### src/sv/smm_pkg.sv
// Shared types, codes and small lookup functions of the square matrix multiplier.
package smm_pkg;

    // Item codes
    localparam logic [1:0] MODE_LOAD_A  = 2'd0;
    localparam logic [1:0] MODE_LOAD_B  = 2'd1;
    localparam logic [1:0] MODE_COMPUTE = 2'd2;

    // Fixed field widths
    localparam int ELEM_W = 16;
    localparam int PROD_W = 2 * ELEM_W;
    localparam int ACC_W  = 35;
    localparam int IDX_W  = 3;
    localparam int DIM_W  = 4;
    localparam int CNT_W  = 7;
    localparam int RCP_W  = 10;

    // Reciprocal scale: floor(n * recip(d) >> RECIP_SHIFT) == n / d for n < 64, d <= 8
    localparam int RECIP_SHIFT = 9;

    typedef logic signed [ELEM_W-1:0] t_elem;
    typedef logic signed [PROD_W-1:0] t_prod;
    typedef logic signed [ACC_W-1:0]  t_acc;
    typedef logic [IDX_W-1:0]         t_idx;
    typedef logic [DIM_W-1:0]         t_dim;
    typedef logic [CNT_W-1:0]         t_cnt;

    // Input word
    typedef struct packed {
        logic [1:0] mode;
        t_elem      element_value;
    } t_in_item;

    // Result word
    typedef struct packed {
        t_acc product_value;
        t_idx row_index;
        t_idx col_index;
        logic last_result;
    } t_result;

    // Control travelling with one multiply-accumulate step
    typedef struct packed {
        logic first;
        logic last;
        t_idx row;
        t_idx col;
        logic final_elem;
    } t_mac_tag;

    // ceil(2^RECIP_SHIFT / d)
    function automatic logic [RCP_W-1:0] recip(input t_dim d);
        logic [RCP_W-1:0] r;
        case (d)
            4'd2:    r = 10'd256;
            4'd3:    r = 10'd171;
            4'd4:    r = 10'd128;
            4'd5:    r = 10'd103;
            4'd6:    r = 10'd86;
            4'd7:    r = 10'd74;
            4'd8:    r = 10'd64;
            default: r = 10'd512;
        endcase
        return r;
    endfunction

    // d squared, for the load limit
    function automatic t_cnt dim_sq(input t_dim d);
        t_cnt s;
        case (d)
            4'd2:    s = 7'd4;
            4'd3:    s = 7'd9;
            4'd4:    s = 7'd16;
            4'd5:    s = 7'd25;
            4'd6:    s = 7'd36;
            4'd7:    s = 7'd49;
            4'd8:    s = 7'd64;
            default: s = 7'd1;
        endcase
        return s;
    endfunction

endpackage

### src/sv/smm_ram.sv
// Generic single write, single read port RAM with registered read data.
module smm_ram #(
    parameter int WIDTH = 16,
    parameter int DEPTH = 64
) (
    input  logic                     i_clk,
    input  logic                     i_we,
    input  logic [$clog2(DEPTH)-1:0] i_waddr,
    input  logic [WIDTH-1:0]         i_wdata,
    input  logic [$clog2(DEPTH)-1:0] i_raddr,
    output logic [WIDTH-1:0]         o_rdata
);

    logic [WIDTH-1:0] r_mem [DEPTH];
    logic [WIDTH-1:0] r_rdata;

    // write port and registered read port
    always_ff @(posedge i_clk) begin
        if (i_we) begin
            r_mem[i_waddr] <= i_wdata;
        end
        r_rdata <= r_mem[i_raddr];
    end

    assign o_rdata = r_rdata;

endmodule

### src/sv/smm_mac.sv
// Shared multiply-accumulate unit: registered product, then registered accumulator.
module smm_mac (
    input  logic            i_clk,
    input  logic            i_rst_n,
    input  logic            i_vld,
    input  smm_pkg::t_mac_tag i_tag,
    input  smm_pkg::t_elem  i_a,
    input  smm_pkg::t_elem  i_b,
    output logic            o_done,
    output smm_pkg::t_acc   o_sum,
    output smm_pkg::t_mac_tag o_tag
);

    logic              r_p_vld;
    smm_pkg::t_mac_tag r_p_tag;
    smm_pkg::t_prod    r_prod;
    smm_pkg::t_acc     r_acc;
    smm_pkg::t_acc     n_acc;
    smm_pkg::t_mac_tag r_tag;
    logic              r_done;

    // multiply stage
    always_ff @(posedge i_clk) begin
        if (!i_rst_n) begin
            r_p_vld <= 1'b0;
        end else begin
            r_p_vld <= i_vld;
        end
        r_p_tag <= i_tag;
        r_prod  <= smm_pkg::t_prod'(i_a) * smm_pkg::t_prod'(i_b);
    end

    // accumulate: restart on the first term of a dot product
    always_comb begin
        if (r_p_tag.first) begin
            n_acc = smm_pkg::t_acc'(r_prod);
        end else begin
            n_acc = r_acc + smm_pkg::t_acc'(r_prod);
        end
    end

    always_ff @(posedge i_clk) begin
        if (!i_rst_n) begin
            r_done <= 1'b0;
        end else begin
            r_done <= r_p_vld && r_p_tag.last;
        end
        if (r_p_vld) begin
            r_acc <= n_acc;
            r_tag <= r_p_tag;
        end
    end

    assign o_done = r_done;
    assign o_sum  = r_acc;
    assign o_tag  = r_tag;

endmodule

### src/sv/square_matrix_multiply_core.sv
// Square matrix multiplier top level: element stores, load logic and compute sequencer.
//
// Load items (A or B, row-major) are taken one per cycle while busy is low and never raise busy.
// A compute item raises busy and streams C = A x B out row-major, one word per
// strobe on o_res_valid, with the final element flagged. All dim^3 products run
// through one multiply-accumulate unit, one product per cycle; busy falls once the
// final element has come out. The receiver cannot stall: each result is shown for
// exactly one cycle. The dimension register may be written only while busy is low.
module square_matrix_multiply_core #(
    parameter int MAX_DIM = 8
) (
    input  logic               i_clk,
    input  logic               i_rst_n,
    input  logic               start,
    output logic               busy,
    input  smm_pkg::t_in_item  i_item,
    input  logic               i_cfg_valid,
    output logic               o_cfg_ready,
    input  smm_pkg::t_dim      i_cfg_data,
    output logic               o_res_valid,
    output smm_pkg::t_result   o_res
);

    localparam int IW    = (MAX_DIM > 1) ? $clog2(MAX_DIM) : 1;
    localparam int AW    = 2 * IW;
    localparam int DEPTH = 1 << AW;

    typedef enum logic [1:0] {ST_IDLE, ST_RUN, ST_DRAIN} t_state;

    t_state              r_state, n_state;
    smm_pkg::t_dim       r_dim;
    smm_pkg::t_cnt       r_cnt_a, n_cnt_a;
    smm_pkg::t_cnt       r_cnt_b, n_cnt_b;
    logic [IW-1:0]       r_row, n_row;
    logic [IW-1:0]       r_col, n_col;
    logic [IW-1:0]       r_k, n_k;
    logic                r_s1_vld;
    smm_pkg::t_mac_tag   r_s1_tag;

    smm_pkg::t_dim       eff_dim;
    smm_pkg::t_dim       dim_m1;
    logic                accept;
    logic                k_end, c_end, r_end;
    logic                issue;
    smm_pkg::t_mac_tag   issue_tag;
    smm_pkg::t_cnt       ld_cnt;
    logic [16:0]         ld_qprod;
    smm_pkg::t_idx       ld_q;
    smm_pkg::t_cnt       ld_qd;
    smm_pkg::t_idx       ld_rem;
    logic [AW-1:0]       ld_addr;
    logic                we_a, we_b;
    logic [AW-1:0]       rd_addr_a, rd_addr_b;
    logic [smm_pkg::ELEM_W-1:0] rd_a, rd_b;
    logic                mac_done;
    smm_pkg::t_acc       mac_sum;
    smm_pkg::t_mac_tag   mac_tag;

    // dimension in force: zero acts as one, large values clamp
    always_comb begin
        if (r_dim == '0) begin
            eff_dim = smm_pkg::t_dim'(1);
        end else if (r_dim > smm_pkg::t_dim'(MAX_DIM)) begin
            eff_dim = smm_pkg::t_dim'(MAX_DIM);
        end else begin
            eff_dim = r_dim;
        end
    end
    assign dim_m1 = eff_dim - smm_pkg::t_dim'(1);

    assign accept = start && !busy;

    // load position: row = n / d by reciprocal multiply, column = n - row * d
    assign ld_cnt   = (i_item.mode == smm_pkg::MODE_LOAD_A) ? r_cnt_a : r_cnt_b;
    assign ld_qprod = 17'(ld_cnt) * 17'(smm_pkg::recip(eff_dim));
    assign ld_q     = smm_pkg::t_idx'(ld_qprod >> smm_pkg::RECIP_SHIFT);
    assign ld_qd    = smm_pkg::t_cnt'(ld_q) * smm_pkg::t_cnt'(eff_dim);
    assign ld_rem   = smm_pkg::t_idx'(ld_cnt - ld_qd);
    assign ld_addr  = {ld_q[IW-1:0], ld_rem[IW-1:0]};

    assign we_a = accept && (i_item.mode == smm_pkg::MODE_LOAD_A)
                  && (r_cnt_a < smm_pkg::dim_sq(eff_dim));
    assign we_b = accept && (i_item.mode == smm_pkg::MODE_LOAD_B)
                  && (r_cnt_b < smm_pkg::dim_sq(eff_dim));

    // sequencer position
    assign k_end = (smm_pkg::t_dim'(r_k) == dim_m1);
    assign c_end = (smm_pkg::t_dim'(r_col) == dim_m1);
    assign r_end = (smm_pkg::t_dim'(r_row) == dim_m1);
    assign issue = (r_state == ST_RUN);

    assign issue_tag.first      = (r_k == '0);
    assign issue_tag.last       = k_end;
    assign issue_tag.row        = smm_pkg::t_idx'(r_row);
    assign issue_tag.col        = smm_pkg::t_idx'(r_col);
    assign issue_tag.final_elem = k_end && c_end && r_end;

    assign rd_addr_a = {r_row, r_k};
    assign rd_addr_b = {r_k, r_col};

    // next state, counters and load counts
    always_comb begin
        n_state = r_state;
        n_cnt_a = r_cnt_a;
        n_cnt_b = r_cnt_b;
        n_row   = r_row;
        n_col   = r_col;
        n_k     = r_k;
        case (r_state)
            ST_IDLE: begin
                if (we_a) begin
                    n_cnt_a = r_cnt_a + smm_pkg::t_cnt'(1);
                end
                if (we_b) begin
                    n_cnt_b = r_cnt_b + smm_pkg::t_cnt'(1);
                end
                if (accept && (i_item.mode == smm_pkg::MODE_COMPUTE)) begin
                    n_state = ST_RUN;
                    n_cnt_a = '0;
                    n_cnt_b = '0;
                    n_row   = '0;
                    n_col   = '0;
                    n_k     = '0;
                end
            end
            ST_RUN: begin
                n_k = r_k + IW'(1);
                if (k_end) begin
                    n_k   = '0;
                    n_col = r_col + IW'(1);
                    if (c_end) begin
                        n_col = '0;
                        n_row = r_row + IW'(1);
                        if (r_end) begin
                            n_state = ST_DRAIN;
                        end
                    end
                end
            end
            ST_DRAIN: begin
                if (mac_done && mac_tag.final_elem) begin
                    n_state = ST_IDLE;
                end
            end
            default: begin
                n_state = ST_IDLE;
            end
        endcase
    end

    // state, configuration and read-stage registers
    always_ff @(posedge i_clk) begin
        if (!i_rst_n) begin
            r_state  <= ST_IDLE;
            r_dim    <= smm_pkg::t_dim'(8);
            r_cnt_a  <= '0;
            r_cnt_b  <= '0;
            r_row    <= '0;
            r_col    <= '0;
            r_k      <= '0;
            r_s1_vld <= 1'b0;
        end else begin
            r_state  <= n_state;
            r_cnt_a  <= n_cnt_a;
            r_cnt_b  <= n_cnt_b;
            r_row    <= n_row;
            r_col    <= n_col;
            r_k      <= n_k;
            r_s1_vld <= issue;
            if (i_cfg_valid && o_cfg_ready) begin
                r_dim <= i_cfg_data;
            end
        end
        r_s1_tag <= issue_tag;
    end

    // element stores
    smm_ram #(
        .WIDTH (smm_pkg::ELEM_W),
        .DEPTH (DEPTH)
    ) u_ram_a (
        .i_clk   (i_clk),
        .i_we    (we_a),
        .i_waddr (ld_addr),
        .i_wdata (i_item.element_value),
        .i_raddr (rd_addr_a),
        .o_rdata (rd_a)
    );

    smm_ram #(
        .WIDTH (smm_pkg::ELEM_W),
        .DEPTH (DEPTH)
    ) u_ram_b (
        .i_clk   (i_clk),
        .i_we    (we_b),
        .i_waddr (ld_addr),
        .i_wdata (i_item.element_value),
        .i_raddr (rd_addr_b),
        .o_rdata (rd_b)
    );

    // shared multiply-accumulate
    smm_mac u_mac (
        .i_clk   (i_clk),
        .i_rst_n (i_rst_n),
        .i_vld   (r_s1_vld),
        .i_tag   (r_s1_tag),
        .i_a     ($signed(rd_a)),
        .i_b     ($signed(rd_b)),
        .o_done  (mac_done),
        .o_sum   (mac_sum),
        .o_tag   (mac_tag)
    );

    // result word straight from the accumulator register
    assign o_res_valid         = mac_done;
    assign o_res.product_value = mac_sum;
    assign o_res.row_index     = mac_tag.row;
    assign o_res.col_index     = mac_tag.col;
    assign o_res.last_result   = mac_tag.final_elem;

    assign busy        = (r_state != ST_IDLE);
    assign o_cfg_ready = !busy;

`ifndef SYNTH
    // results only come out while a compute is in progress
    a_res_in_busy: assert property (@(posedge i_clk) disable iff (!i_rst_n)
        o_res_valid |-> busy)
        else $error("result word outside a compute");

    // a compute item always raises busy
    a_compute_busy: assert property (@(posedge i_clk) disable iff (!i_rst_n)
        (accept && i_item.mode == smm_pkg::MODE_COMPUTE) |=> busy)
        else $error("compute accepted but block not busy");

    // the final element ends the compute
    a_final_idle: assert property (@(posedge i_clk) disable iff (!i_rst_n)
        (o_res_valid && o_res.last_result) |=> !busy)
        else $error("busy held after final element");

    // load counts never pass the store size
    a_cnt_bound: assert property (@(posedge i_clk) disable iff (!i_rst_n)
        (r_cnt_a <= smm_pkg::t_cnt'(MAX_DIM * MAX_DIM))
        && (r_cnt_b <= smm_pkg::t_cnt'(MAX_DIM * MAX_DIM)))
        else $error("load count beyond store size");
`endif

endmodule

### config.mk
export PLATFORM = sky130hd
export DESIGN_NAME = square_matrix_multiply_core
export DESIGN_NICKNAME = d
export VERILOG_FILES = /design/src/sv/smm_pkg.sv /design/src/sv/smm_ram.sv /design/src/sv/smm_mac.sv /design/src/sv/square_matrix_multiply_core.sv
export SDC_FILE = /design/constraint.sdc
export NUM_CORES = 2
export LEC_CHECK = 0
export BUFFER_PORTS_ARGS = -buffer_cell sky130_fd_sc_hd__buf_2
export CORE_MARGIN = 2
export CORE_UTILIZATION = 56
export CTS_BUF_LIST = sky130_fd_sc_hd__clkbuf_4
export CTS_CLUSTER_SIZE = 16
export DETAILED_ROUTE_END_ITERATION = 10
export PLACE_DENSITY = 0.81
export SLEW_MARGIN = 30
export SYNTH_ARGS = -nofsm -noshare
export SYNTH_HDL_FRONTEND = slang
export SYNTH_SLANG_ARGS = --single-unit
### constraint.sdc
create_clock -name i_clk -period 9.5 [get_ports i_clk]
set_input_delay 1.9 -clock i_clk [delete_from_list [all_inputs] [get_ports i_clk]]
set_output_delay 1.9 -clock i_clk [all_outputs]
set_load 0.02 [all_outputs]
==> flow_metrics.tcl <==
set metrics [dict create \
    ff2ff_path_depth 34 \
    wirelength_microns 237000 \
    core_area_sq_um 171000 \
    reg2reg_to "u_ram_b.r_mem[63][4]" \
    regToRegSetupSlack_ps 460 \
    postLayoutCellArea_sq_um 109000 \
    numPlacedInstances 7293 \
    utilization_pct 63.7 \
    die_area_sq_um 175000 \
    setup_viol 0 \
    yosysTopAreaCell "edfxtp_1" \
    slew_viol_final 0 \
    slew_headroom_pct 24.5 \
    synth_top_area_share_pct 65.2 \
    dr.pass1.iters 6 \
    layout.cells.non_filler 8241 \
    h-tree-depth 6 \
    synth_fp_nets 5442 \
    hold_class "reg2reg" \
    yosysSeqAreaShare_pct 67.5 \
    min_path_cells 0 \
    critPathRequiredTime_ps 10530 \
    antenna_found_initial 23 \
    cts_tree "done" \
    gr-max-usage-layer "met2" \
    worst_path_max_delay_cell "fa_1" \
    worstMarginPinSlew_ps 1130 \
    min_period_over_period_pct 95.2 \
    synthCells 4965 \
    vias 52000 \
    hp-start "r_s1_tag[8]" \
    ys_warn_count 0 \
    grt_pass1_wl_microns 350000 \
    fmax_ghz 0.111 \
    p_leak_nw 36.5 \
    hold_viol 0 \
    grt_usage_pct 27.5 \
    cts_inserted_buffers 553 \
    io_pins 71 \
    ys_types 71 \
    die_w_microns 419 \
    fin_skew_ps 106 \
    placed_area_sq_um 102000 \
    holdWs_ps 313 \
    synth_edf_count 2090 \
    vias_per_cell 6.31 \
    cap_violations 0 \
    port_buffers 70 \
    critPathMaxFanout 10 \
    ys.flop_type "edfxtp_1" \
    regToRegStartpoint "r_dim[3]" \
    grt.overflow.total 0 \
    gr-usage-met1_pct 37.3 \
    synth_top_cells_by_area "edfxtp_1 (65%), mux4_2 (16%), fa_1 (6.1%), dfxtp_1 (2.4%), ha_1 (2.0%)" \
    critPathCaptureType "flip-flop" \
    core.rowCount 152 \
    synth_top_family_by_area "multiplexers" \
    clkSinkCount 2204 \
    irDropWorstVdd_v 0.000425 \
    synth_seq_cells 2204 \
    layout-drive-gt1-share_pct 32.6 \
    synth_simple_gate_area_share_pct 3.66 \
    synthesis.area_sq_um 96300 \
    holdPathEnd "u_mac.r_p_tag[8]" \
    root_buffer "clkbuf_4" \
    p_per_area_nw_per_um2 246 \
    area_delta_synth_final_pct 13.2 \
    gp_congestion 0.883 \
    dpl.hpwl_microns 149000 \
    drt-initial-drc-count 7117 \
    synth_fa_ha_area_share_pct 8.15 \
    synthXorXnorAreaFrac_pct 1.00 \
    drc 0 \
    final_nets 6094 \
    initial_core_util_pct 56.3 \
    grt_use_met3_pct 7.61 \
    period_needed_ps 9040 \
    grt_util_met2_pct 42.8 \
    startpoint_type "flip-flop" \
    ant_nets 0 \
    grt_start_max_net_pins 158 \
    muxShareOfSynthArea_pct 15.9 \
    die_h_microns 419 \
    clk_latency_ps 1390 \
    worstSetupPathType "reg2reg" \
    grt_pass1_vias 53600 \
    synth-compound-area-share_pct 1.54 \
    critPathArrivalTime_ps 10080 \
    routedWlPerCell_microns 28.7 \
    ys_async_sr_fraction_pct 0 \
    clock_path_buffers 4 \
    slowest_delay_ps 510 \
    clkTransAtPathRegs_ps 80 \
    holdBufCountCts 0 \
    syn_area_per_cell_sq_um 19.4 \
    status "complete, no violations" \
]
## cell families after synthesis
kind of cell,Yosys count
AO/OA/AOI/OAI,230
XOR/XNOR,103
adder cells (fa/ha/maj),451
buffers and inverters,564
flip-flops,2204
multiplexers,690
AND/OR/NAND/NOR,723
## cells in the final DEF (no fill, tap or decap), types with 57 or more instances in the layout
master	n
a21oi_1	57
and2_1	113
buf_12	100
buf_4	155
clkbuf_4	767
clkinv_1	114
dfxtp_1	103
edfxtp_1	2090
fa_1	294
ha_1	156
inv_1	340
mux4_2	672
nand2_1	232
nor2_1	137
xnor2_1	66
## registers in the layout, summed over array words and instances (netlist names), 9 cells and up
name	cells
u_ram_b.r_mem	1024
r_s1_tag	9
u_ram_a.r_mem	1024
u_mac.r_p_tag	9
u_ram_a.o_rdata	16
u_mac.o_sum	35
u_mac.r_prod	32
u_ram_b.o_rdata	16
## layout make-up
type	count	area (sq um)
Antenna cell	12	30.0
Clock buffer	767	5760
Fill cell	11100	62200
Clock inverter	167	913
Timing Repair Buffer	318	3550
Multi-Input combinational cell	2197	29600
Sequential cell	2204	65100
Inverter	343	1290
Tap cell	2233	2790
## Yosys cell counts, types with 8 or more instances
cell type  number
nor3b_1        33
nor3_1         48
o21bai_1       11
xnor2_1        66
nor2b_1        15
mux2i_1        14
inv_1         341
edfxtp_1     2090
o21ai_0        56
a31oi_1         9
nand2b_1       38
nor2_1        169
buf_2           9
ha_1          157
fa_1          294
xor2_1         32
nand3_2         8
clkbuf_1      149
nand3_1        23
mux4_2        672
nand2_1       232
and2_1        113
o21a_1         16
dfxtp_1       114
and3_1         13
a21oi_1        57
a21o_1         27
buf_1          63
## critical path: cells and delay by family (launching register included)
kind | cells | cell delay (ps)
AOI/OAI and AO/OA | 4 | 670
buffers and inverters | 8 | 1250
and+or+nand+nor | 10 | 2210
DFF | 1 | 400
xor gates and xnor gates | 4 | 1010
muxes | 1 | 370
adders and majority gates | 7 | 2800
## per-stage QoR
| stage | worst slack [ps] | TNS (ps) | power (mW) |
|---|---|---|---|
| 3_3_place_gp | -87.6 | -24380 | 19.0 |
| 3_5_place_dp | -229 | -138950 | 19.3 |
| 5_1_grt | -5.35 | -22.0 | 28.6 |
| 2_1_floorplan | -437 | -29290 | 17.5 |
| 4_1_cts | 80.9 | 0 | 27.0 |
| 6_report | 458 | 0 | 26.9 |
## power breakdown
group / total (mW) / switching, mW / internal [mW]
clock network: 7.75 / 3.80 / 3.96
registers: 11.0 / 0.114 / 10.9
logic: 8.12 / 4.52 / 3.59
total: 26.9 / 8.43 / 18.4
## metal layers
layer	up-vias	share of wire (%)
li1	21100	-
met1	26700	36
met4	16	3.8
met2	3737	48
met3	560	12
met5	-	0.061
## timing repair
| item | 4_1_cts | 5_1_grt |
|---|---|---|
| gates resized for setup | 0 | 4 |
| setup buffers | 0 | 1 |
| endpoints found under the setup margin | 0 | 1031 |
## worst max-delay path by stage
stage | startpoint | end | slack, ps
finish | r_dim[3] | u_ram_b.r_mem[63][4] | 460
global route | r_dim[3] | u_ram_b.r_mem[45][1] | -5
CTS | r_dim[3] | u_ram_b.r_mem[61][4] | 80
detailed placement | i_item[16] | u_ram_b.r_mem[61][13] | -230
global placement | i_item[16] | u_ram_a.r_mem[47][10] | -90
floorplan | i_item[16] | u_ram_b.r_mem[15][0] | -440
Note: power is estimated with default switching activity, not from simulation.
